===== src/rtl/core/lrs_pkg.sv =====
package lrs_pkg;

  // Operation codes carried by each request
  typedef enum logic [1:0] {
    OP_POLL     = 2'd0,
    OP_CONNECT  = 2'd1,
    OP_START_AP = 2'd2
  } op_t;

  // Configuration register indexes
  localparam logic [1:0] REG_CHECK_INTERVAL    = 2'd0;
  localparam logic [1:0] REG_CONNECT_TIMEOUT   = 2'd1;
  localparam logic [1:0] REG_RECONNECT_TIMEOUT = 2'd2;
  localparam logic [1:0] REG_MAX_RETRIES       = 2'd3;

  // Reset values of the configuration registers
  localparam logic [23:0] CHECK_INTERVAL_RST    = 24'd1000;
  localparam logic [23:0] CONNECT_TIMEOUT_RST   = 24'd10000;
  localparam logic [23:0] RECONNECT_TIMEOUT_RST = 24'd5000;
  localparam logic [7:0]  MAX_RETRIES_RST       = 8'd5;

  // Reported link state codes
  localparam logic [2:0] CODE_DISCONNECTED = 3'd0;
  localparam logic [2:0] CODE_CONNECTING   = 3'd1;
  localparam logic [2:0] CODE_CONNECTED    = 3'd2;
  localparam logic [2:0] CODE_RECONNECTING = 3'd3;
  localparam logic [2:0] CODE_AP_MODE      = 3'd4;
  localparam logic [2:0] CODE_ERROR        = 3'd5;

  // Supervisor state, one-hot
  typedef enum logic [5:0] {
    ST_DISCONNECTED = 6'b000001,
    ST_CONNECTING   = 6'b000010,
    ST_CONNECTED    = 6'b000100,
    ST_RECONNECTING = 6'b001000,
    ST_AP_MODE      = 6'b010000,
    ST_ERROR        = 6'b100000
  } state_t;

  localparam logic [7:0]  RETRY_MAX   = 8'hFF;
  localparam logic [15:0] SUCCESS_MAX = 16'hFFFF;

  typedef struct packed {
    logic [23:0] check_interval_ms;
    logic [23:0] connect_timeout_ms;
    logic [23:0] reconnect_timeout_ms;
    logic [7:0]  max_retries;
  } cfg_t;

  typedef struct packed {
    op_t         op;
    logic [31:0] now_ms;
    logic        link_up;
  } item_t;

  typedef struct packed {
    logic [2:0]  link_state;
    logic [7:0]  retry_count;
    logic [15:0] success_count;
    logic [31:0] last_success_ms;
    logic        evaluated;
  } result_t;

  // State to reported code
  function automatic logic [2:0] state_code(input state_t st);
    logic [2:0] code;
    case (st)
      ST_CONNECTING:   code = CODE_CONNECTING;
      ST_CONNECTED:    code = CODE_CONNECTED;
      ST_RECONNECTING: code = CODE_RECONNECTING;
      ST_AP_MODE:      code = CODE_AP_MODE;
      ST_ERROR:        code = CODE_ERROR;
      default:         code = CODE_DISCONNECTED;
    endcase
    return code;
  endfunction

endpackage


===== src/rtl/core/lrs_cfg_regs.sv =====
module lrs_cfg_regs (
  input  logic                clk,
  input  logic                rst,
  input  logic                cfg_valid,
  output logic                cfg_ready,
  input  logic [1:0]          cfg_index,
  input  logic [23:0]         cfg_data,
  output lrs_pkg::cfg_t       cfg
);

  assign cfg_ready = 1'b1;

  // Register file, written whenever a write request arrives
  always_ff @(posedge clk) begin
    if (rst) begin
      cfg.check_interval_ms    <= lrs_pkg::CHECK_INTERVAL_RST;
      cfg.connect_timeout_ms   <= lrs_pkg::CONNECT_TIMEOUT_RST;
      cfg.reconnect_timeout_ms <= lrs_pkg::RECONNECT_TIMEOUT_RST;
      cfg.max_retries          <= lrs_pkg::MAX_RETRIES_RST;
    end else if (cfg_valid) begin
      case (cfg_index)
        lrs_pkg::REG_CHECK_INTERVAL:    cfg.check_interval_ms    <= cfg_data;
        lrs_pkg::REG_CONNECT_TIMEOUT:   cfg.connect_timeout_ms   <= cfg_data;
        lrs_pkg::REG_RECONNECT_TIMEOUT: cfg.reconnect_timeout_ms <= cfg_data;
        lrs_pkg::REG_MAX_RETRIES:       cfg.max_retries          <= cfg_data[7:0];
        default: ;
      endcase
    end
  end

endmodule


===== src/rtl/core/lrs_core.sv =====
module lrs_core (
  input  logic             clk,
  input  logic             rst,
  input  lrs_pkg::cfg_t    cfg,
  input  logic             advance,
  input  lrs_pkg::item_t   item,
  output lrs_pkg::result_t result
);

  lrs_pkg::state_t st, st_next;
  logic [31:0] entry_ms, entry_ms_next;
  logic [31:0] last_eval_ms, last_eval_ms_next;
  logic [7:0]  retries, retries_next;
  logic [15:0] successes, successes_next;
  logic [31:0] success_ms, success_ms_next;
  logic        evaluated;
  logic [31:0] elapsed;
  logic [31:0] since_eval;

  assign elapsed    = item.now_ms - entry_ms;
  assign since_eval = item.now_ms - last_eval_ms;

  // Next state for the request held in the input register
  always_comb begin
    st_next           = st;
    entry_ms_next     = entry_ms;
    last_eval_ms_next = last_eval_ms;
    retries_next      = retries;
    successes_next    = successes;
    success_ms_next   = success_ms;
    evaluated         = 1'b0;
    case (item.op)
      lrs_pkg::OP_POLL: begin
        if (since_eval >= {8'd0, cfg.check_interval_ms}) begin
          evaluated         = 1'b1;
          last_eval_ms_next = item.now_ms;
          case (st)
            lrs_pkg::ST_CONNECTING: begin
              if (elapsed > {8'd0, cfg.connect_timeout_ms}) begin
                st_next = lrs_pkg::ST_RECONNECTING;
              end else if (item.link_up) begin
                st_next         = lrs_pkg::ST_CONNECTED;
                success_ms_next = item.now_ms;
                if (successes != lrs_pkg::SUCCESS_MAX) successes_next = successes + 16'd1;
              end
            end
            lrs_pkg::ST_CONNECTED: begin
              if (!item.link_up) st_next = lrs_pkg::ST_RECONNECTING;
            end
            lrs_pkg::ST_RECONNECTING: begin
              if (elapsed > {8'd0, cfg.reconnect_timeout_ms}) begin
                if (retries >= cfg.max_retries) begin
                  st_next = lrs_pkg::ST_AP_MODE;
                end else begin
                  // another attempt: restart the attempt timer
                  if (retries != lrs_pkg::RETRY_MAX) retries_next = retries + 8'd1;
                  entry_ms_next = item.now_ms;
                end
              end else if (item.link_up) begin
                st_next         = lrs_pkg::ST_CONNECTED;
                success_ms_next = item.now_ms;
                retries_next    = 8'd0;
                if (successes != lrs_pkg::SUCCESS_MAX) successes_next = successes + 16'd1;
              end
            end
            lrs_pkg::ST_ERROR: begin
              if (retries <= cfg.max_retries) st_next = lrs_pkg::ST_RECONNECTING;
            end
            default: ;
          endcase
          if (st_next != st) entry_ms_next = item.now_ms;
        end
      end
      lrs_pkg::OP_CONNECT: begin
        // ignored while an attempt is already in flight; entry time kept
        if (st != lrs_pkg::ST_CONNECTING && st != lrs_pkg::ST_RECONNECTING) begin
          if (item.link_up) begin
            st_next      = lrs_pkg::ST_CONNECTED;
            retries_next = 8'd0;
          end else begin
            st_next = lrs_pkg::ST_ERROR;
            if (retries != lrs_pkg::RETRY_MAX) retries_next = retries + 8'd1;
          end
        end
      end
      lrs_pkg::OP_START_AP: begin
        st_next = lrs_pkg::ST_AP_MODE;
      end
      default: ;
    endcase
  end

  // State registers, updated as the request moves to the result register
  always_ff @(posedge clk) begin
    if (rst) begin
      st           <= lrs_pkg::ST_DISCONNECTED;
      entry_ms     <= 32'd0;
      last_eval_ms <= 32'd0;
      retries      <= 8'd0;
      successes    <= 16'd0;
      success_ms   <= 32'd0;
    end else if (advance) begin
      st           <= st_next;
      entry_ms     <= entry_ms_next;
      last_eval_ms <= last_eval_ms_next;
      retries      <= retries_next;
      successes    <= successes_next;
      success_ms   <= success_ms_next;
    end
  end

  assign result.link_state      = lrs_pkg::state_code(st_next);
  assign result.retry_count     = retries_next;
  assign result.success_count   = successes_next;
  assign result.last_success_ms = success_ms_next;
  assign result.evaluated       = evaluated;

endmodule


===== src/rtl/core/link_reconnect_supervisor_top.sv =====
// Link reconnect supervisor. Each request (poll, connect result or start
// access point, with a millisecond timestamp and the sampled link status)
// yields one result carrying the link state, retry count, success count,
// time of the last success and whether a poll ran a state evaluation.
// A request is captured in an input register and its result is loaded into
// the output register as the request advances, once the output register is
// free; one request per cycle is sustained while results are taken, limited
// only by the state update loop. While the result is stalled the input
// register holds one more request, then in_ready drops.
// Configuration writes are always taken and must only be issued while no
// request is in flight.
module link_reconnect_supervisor_top (
  input  logic        clk,
  input  logic        rst,
  input  logic        cfg_valid,
  output logic        cfg_ready,
  input  logic [1:0]  cfg_index,
  input  logic [23:0] cfg_data,
  input  logic        in_valid,
  output logic        in_ready,
  input  logic [1:0]  operation,
  input  logic [31:0] now_ms,
  input  logic        link_up,
  output logic        out_valid,
  input  logic        out_ready,
  output logic [2:0]  link_state,
  output logic [7:0]  retry_count,
  output logic [15:0] success_count,
  output logic [31:0] last_success_ms,
  output logic        evaluated
);

  lrs_pkg::cfg_t    cfg;
  lrs_pkg::item_t   s1_item;
  lrs_pkg::result_t result;
  lrs_pkg::result_t out_res;
  logic             s1_valid;
  logic             advance;

  lrs_cfg_regs u_cfg (
    .clk       (clk),
    .rst       (rst),
    .cfg_valid (cfg_valid),
    .cfg_ready (cfg_ready),
    .cfg_index (cfg_index),
    .cfg_data  (cfg_data),
    .cfg       (cfg)
  );

  // Handshake: input stage moves on when the result register is free
  assign advance  = s1_valid && (!out_valid || out_ready);
  assign in_ready = !s1_valid || advance;

  // Input register
  always_ff @(posedge clk) begin
    if (rst) begin
      s1_valid <= 1'b0;
    end else if (in_ready) begin
      s1_valid <= in_valid;
    end
  end

  always_ff @(posedge clk) begin
    if (in_ready && in_valid) begin
      s1_item.op      <= lrs_pkg::op_t'(operation);
      s1_item.now_ms  <= now_ms;
      s1_item.link_up <= link_up;
    end
  end

  lrs_core u_core (
    .clk     (clk),
    .rst     (rst),
    .cfg     (cfg),
    .advance (advance),
    .item    (s1_item),
    .result  (result)
  );

  // Result register
  always_ff @(posedge clk) begin
    if (rst) begin
      out_valid <= 1'b0;
    end else if (!out_valid || out_ready) begin
      out_valid <= s1_valid;
    end
  end

  always_ff @(posedge clk) begin
    if (advance) out_res <= result;
  end

  assign link_state      = out_res.link_state;
  assign retry_count     = out_res.retry_count;
  assign success_count   = out_res.success_count;
  assign last_success_ms = out_res.last_success_ms;
  assign evaluated       = out_res.evaluated;

endmodule


===== config.mk =====
export PLATFORM = sky130hd
export DESIGN_NAME = link_reconnect_supervisor_top
export DESIGN_NICKNAME = d
export VERILOG_FILES = /design/src/rtl/core/lrs_pkg.sv /design/src/rtl/core/lrs_cfg_regs.sv /design/src/rtl/core/lrs_core.sv /design/src/rtl/core/link_reconnect_supervisor_top.sv
export SDC_FILE = /design/constraint.sdc
export NUM_CORES = 1
export LEC_CHECK = 0
export ABC_CLOCK_PERIOD_IN_PS = 6600
export BUFFER_PORTS_ARGS = -buffer_cell sky130_fd_sc_hd__buf_2
export CORE_ASPECT_RATIO = 1.2
export CORE_MARGIN = 3
export CORE_UTILIZATION = 55
export DETAILED_ROUTE_END_ITERATION = 8
export PLACE_DENSITY = 0.74
export SLEW_MARGIN = 10
export SYNTH_ARGS = -nofsm -noshare
export SYNTH_HDL_FRONTEND = slang
export SYNTH_HIERARCHICAL = 1
export SYNTH_SLANG_ARGS = --single-unit

===== constraint.sdc =====
create_clock -name clk -period 6.6 [get_ports clk]
set_clock_uncertainty 0.15 [all_clocks]
set_input_delay 0.66 -clock clk [delete_from_list [all_inputs] [get_ports clk]]
set_output_delay 0.66 -clock clk [all_outputs]
set_load 0.02 [all_outputs]

Yosys cells after proc, flatten, opt, wreduce, memory -nomap -nowiden

Cells that the tools add are included.

Output and inout bits: 63
Register bits: 303
Logic and storage cells: 107
Input port bits: 66

Mux-type cells: 41
Reduce and logical (&&, ||, !) cells: 17
Add/subtract/negate cells: 4
Equality and inequality tests: 20
Magnitude comparators: 5

Operators by type and width:

| operator                                       | count |
|---|---|
| two-way mux 32 bit                             | 9 |
| two-way mux 16 bit                             | 6 |
| two-way mux 6 bit                              | 11 |
| > comparator 32 x 24 -> 1 bit                  | 2 |
| two-way mux 8 bit                              | 8 |
| case mux 32 bit (2 select lines)               | 1 |
| subtractor 32 bit                              | 2 |
| greater-or-equal comparator 32 x 24 -> 1 bit   | 1 |
| case mux 16 bit (2 select lines)               | 1 |
| case mux 6 bit (4 select lines)                | 1 |
| case mux 6 bit (3 select lines)                | 1 |
| adder 16 x 1 -> 16 bit (second input constant) | 1 |
| inequality test 16 bit (second input constant) | 1 |
| case mux 8 bit (2 select lines)                | 1 |
| case mux 3 bit (5 select lines)                | 1 |
| == test 6 x 2 -> 1 bit (second input constant) | 2 |
| == test 6 x 3 -> 1 bit (second input constant) | 2 |
| == test 6 x 4 -> 1 bit (second input constant) | 2 |
| == test 6 bit (second input constant)          | 2 |
| adder 8 x 1 -> 8 bit (second input constant)   | 1 |
| greater-or-equal comparator 8 bit              | 1 |
| <= comparator 8 bit                            | 1 |
| inequality test 8 bit (second input constant)  | 1 |
| AND reduction 2 bit                            | 4 |
| 15 further kinds                               | 24 |

Logic depth before layout (Yosys ltp)

Depth after elaboration: 10
Mapped depth: 28
Mapped depth without buffers: 27

Modules after synthesis

The synthesis kept the hierarchy.

Modules (own cells, without submodules):

| module                        | cells an instance | area each (um^2) | times used | seq. area each (um^2) |
|---|---|---|---|---|
| lrs_core                      | 1693              | 12276.8          | 1          | 2522.4 |
| lrs_cfg_regs                  | 303               | 3224.3           | 1          | 1601.5 |
| link_reconnect_supervisor_top | 105               | 2956.6           | 1          | 2892.8 |

Worst setup path before layout

OpenSTA, ideal clock, no wires.

Path type: register to register
Start: reg s1_item[1] in the netlist's numbering
End: reg out_res, in the netlist last_success_ms[1] (data pin)
Arrival time: 5.062 ns
Data required time: 6.190 ns
Setup time: 0.260 ns
Path buffers: 2
Period minus slack after synthesis: 5.472 ns
Slack: 1.128 ns
Cell stages (with the launch flop): 26
Path through: edfxtp_1 > inv_1 > ha_1 > inv_1 > fa_1 > a21o_2 > a31oi_1 > or4b_4 > nand2_1 > nand3_1 > nand2_1 > a21o_1 > a21oi_1 > xnor2_1 > ha_1 > nand4_1 > nor2_1 > a221o_1 > a211oi_1 > o311ai_0 > a2111o_1 > o31ai_4 > or3_1 > buf_2 > buf_2 > mux2_2

RTL lines:

| item                 | RTL line                            | text |
|---|---|---|
| start, declared      | link_reconnect_supervisor_top.sv:34 | `lrs_pkg::item_t s1_item;` |
| end signal, assigned | link_reconnect_supervisor_top.sv:90 | `if (advance) out_res <= result;` |
| end, declared        | link_reconnect_supervisor_top.sv:36 | `lrs_pkg::result_t out_res;` |

==> run_results.csv <==
group,metric,value,unit
status,outcome,"finished clean",
logic_synthesis,ys_async_sr_fraction,0,%
logic_synthesis,synth_area_leaders,"dfxtp_1 23%, edfxtp_1 15%, ha_1 9.8%, mux2i_1 6.5%, nand2_1 4.9%",
route,post_drt_wl_per_cell,18.4,um
critical_path,slowest_delay,540,ps
logic_synthesis,syn_area,18500,um2
timing,period_needed,6280,ps
logic_synthesis,ys_warn_count,6,
critical_path,r2r_start,"s1_item[1]$_DFFE_PP_",
cts,clock_latency,600,ps
cts,cts_hold_buf,0,
logic_synthesis,synth-simple-area-share,18.5,%
timing,fin_tns_setup,0,ps
logic_synthesis,synthMuxAreaShare,8.41,%
route,antenna_left,0,
layout,regArea,7020,um2
cts,cts_buffer_depth,3,
critical_path,crit_path_start,"s1_item[1]$_DFFE_PP_",
cts,cts_root_buffer,"clkbuf_16",
layout,multiInputGateArea,10400,um2
pwr,power_per_cell_area,226,nW/um2
critical_path,crit_family,"compound AO/OA/AOI/OAI gates",
timing,fin_crit_sh,95.2,%
placement,numPortBuffers,127,
logic_synthesis,synth_top_family_by_area,"simple AND/OR/NAND/NOR gates",
route,drt-vias-per-instance,5.81,
flow_run,max_cap_violations,0,
logic_synthesis,yosys.area.top_type,"dfxtp_1",
logic_synthesis,synth-edff-count,95,
timing,drv_slew,0,
placement,dpl.hpwl,36.6,mm
critical_path,critPathMaxFanout,33,
timing,layout_setup_ws,318,ps
layout,syn_to_final_growth,12.0,%
timing,hold_viol,0,
logic_synthesis,synth_compound_area_share,16.2,%
critical_path,path_buf_inv,4,
global_routing,use_met1,30.9,%
logic_synthesis,synth_fp_nets,2313,
logic_synthesis,yosys_most_used_dff,"dfxtp_1",
pwr,p_leak,8.33,nW
critical_path,required,6790,ps
global_routing,antenna_found_initial,0,
cts,clk_pin_slew,70,ps
route,vias,15525,
cts,cts_tree,"built",
critical_path,crit_type,"flip-flop to flip-flop",
logic_synthesis,synthAdderAreaFrac,9.98,%
logic_synthesis,ys_ff_latch,303,
pwr,vdd_drop_max,0.221,mV
global_routing,grt_pass1_vias,15138,
floorplan,ios,129,
logic_synthesis,synthXorXnorAreaFrac,3.08,%
global_routing,grtUsageMet3,2.62,%
route,drc_errors,0,
global_routing,grt_max_degree,134,
floorplan,dieArea,35800,um2
cts,clock_sinks,303,
critical_path,end_kind,"flip-flop",
critical_path,crit_slowest_cell,"a2111o_1",
timing,finalSetupViolCount,0,
worst_hold_path,hp-start,"now_ms[7]",
floorplan,die_h,207,um
timing,whs,90.6,ps
layout,diodes,0,
cts,htree_num_levels,1,
cts,cts_buffers,31,
floorplan,die_w,173,um
timing,rsz0062_at_grt,"false",
timing,max-slew-margin-rel,26.9,%
logic_synthesis,ys_seq_area_share,38.0,%
global_routing,track_usage,26.5,%
logic_synthesis,synth_top_area_share,22.6,%
global_routing,busiest_layer,"met2",
floorplan,initial_core_util,56.4,%
logic_synthesis,syn_area_per_cell,8.79,um2
route,drtIter0Drc,1139,
global_routing,globalRoute.totalOverflow,0,
floorplan,rows,72,
floorplan,core,32700,um2
logic_synthesis,yosysUniqueCellTypes,94,
timing,worst_slew_pin_slew,1100,ps
timing,fmax,159,MHz
placement,place_ws,299,ps
logic_synthesis,synthCells,2101,
layout,fill_cells,2777,
critical_path,arrival,6470,ps
route,drtPass1Iterations,7,
layout,drive_gt1_share,12.7,%
worst_hold_path,min_path_type,"primary input to flip-flop",
global_routing,grt_util_met2,48.6,%
layout,nNetsFinal,2416,
global_routing,grt_pass1_wl,77.4,mm
route,detail_route.wirelength,49.1,mm
critical_path,startpoint_type,"flip-flop",
placement,gp_congestion,0.946,
## per-stage QoR
stage / util, % / instances / cell area [um2] / total power, mW
2_1_floorplan: - / 2101 / 18500 / 2.59
3_3_place_gp: 59.7 / 2612 / 19500 / 2.80
3_5_place_dp: 59.7 / 2612 / 19500 / 2.82
4_1_cts: 63.1 / 2670 / 20600 / 4.69
5_1_grt: 63.2 / 2673 / 20700 / 4.86
6_report: 63.2 / 2673 / 20700 / 4.67
## worst paths after layout
kind | depth (start not counted) | to | slack [ps]
max | 25 | last_success_ms[22]$_DFFE_PP_ | 320
min | 1 | s1_item[8]$_DFFE_PP_ | 90
max reg2reg | 25 | last_success_ms[22]$_DFFE_PP_ | 320
min reg2reg | 2 | u_core/success_ms[14]$_SDFFE_PP0P_ | 300
## per-layer routing
layer	up-vias	wire length, um
met3	137	2010
met2	426	24700
met5	-	0
met1	7334	19800
met4	0	2550
li1	7628	-
## logic make-up after synthesis
kind of cell,count (synthesis)
AOI/OAI and AO/OA,462
xor gates and xnor gates,65
adders and majority gates,146
buffers and inverters,260
DFF,303
muxes,151
other,1
and+or+nand+nor,713
## cell type report
cell class                      instances  share of cell area, %
Multi-Input combinational cell       1538                   50.5
Sequential cell                       303                   33.9
Clock buffer                           41                   4.43
Timing Repair Buffer                  159                   4.42
Inverter                              171                   3.10
Tap cell                              444                   2.69
Clock inverter                         17                  0.962
## cell usage after synthesis (10+ instances only)
| cell | number |
|---|---|
| edfxtp_1 | 95 |
| a21o_1 | 29 |
| ha_1 | 144 |
| buf_4 | 10 |
| mux2_2 | 32 |
| clkbuf_1 | 54 |
| a211oi_1 | 15 |
| dfxtp_1 | 208 |
| o21ai_0 | 82 |
| a31oi_1 | 15 |
| mux2i_1 | 119 |
| o21a_1 | 17 |
| nand3_1 | 59 |
| o211ai_1 | 11 |
| o31ai_1 | 10 |
| nor3_1 | 23 |
| or3_1 | 15 |
| inv_1 | 170 |
| nor2_1 | 166 |
| xor2_1 | 27 |
| xnor2_1 | 38 |
| nand4_1 | 30 |
| o21bai_1 | 18 |
| and3_1 | 14 |
| nand2_1 | 243 |
| a21oi_1 | 170 |
| buf_2 | 20 |
| nand2b_1 | 103 |
## registers in the layout, indices dropped and copies added, names as in the netlist, 3 cells and up
register             count
u_core/entry_ms         32
last_success_ms         32
retry_count              8
s1_item                 35
link_state               3
u_core/successes        16
u_core/last_eval_ms     32
u_core/retries           8
success_count           16
u_cfg/cfg               80
u_core/st                6
u_core/success_ms       32
## cell usage in the layout, fill, tap and decap left out, types with 6 or more instances in the layout
cell type    n
a211oi_1    15
nor3_1      23
nor2_1     165
mux2_2      32
mux2i_1    119
clkinv_2     6
o21bai_1    18
a21oi_1    169
and3_1      14
edfxtp_1    95
xor2_1      27
nand4_1     30
nand3b_1     9
inv_1      170
buf_4       29
o21a_1      17
o211ai_1    11
xnor2_1     38
buf_2      126
or3_1       15
nor2b_1      7
nand3_1     59
and2_1       7
ha_1       144
clkbuf_16   34
a21o_1      29
nand2_1    243
o31ai_1     10
o21ai_0     82
dfxtp_1    208
nand2b_1   103
a31oi_1     14
## report_power, final
group | leakage (nW) | internal (mW) | switching, mW
logic | 5.19 | 0.295 | 0.464
clock network | 0.548 | 1.10 | 0.767
registers | 2.59 | 1.98 | 0.0565
total | 8.33 | 3.38 | 1.29
## timing repair
item / CTS / global route
gates resized for setup: 0 / 8
setup buffers: 0 / 3
endpoints found under the setup margin: 0 / 42
No activity file was read; power rests on OpenSTA's default activity.
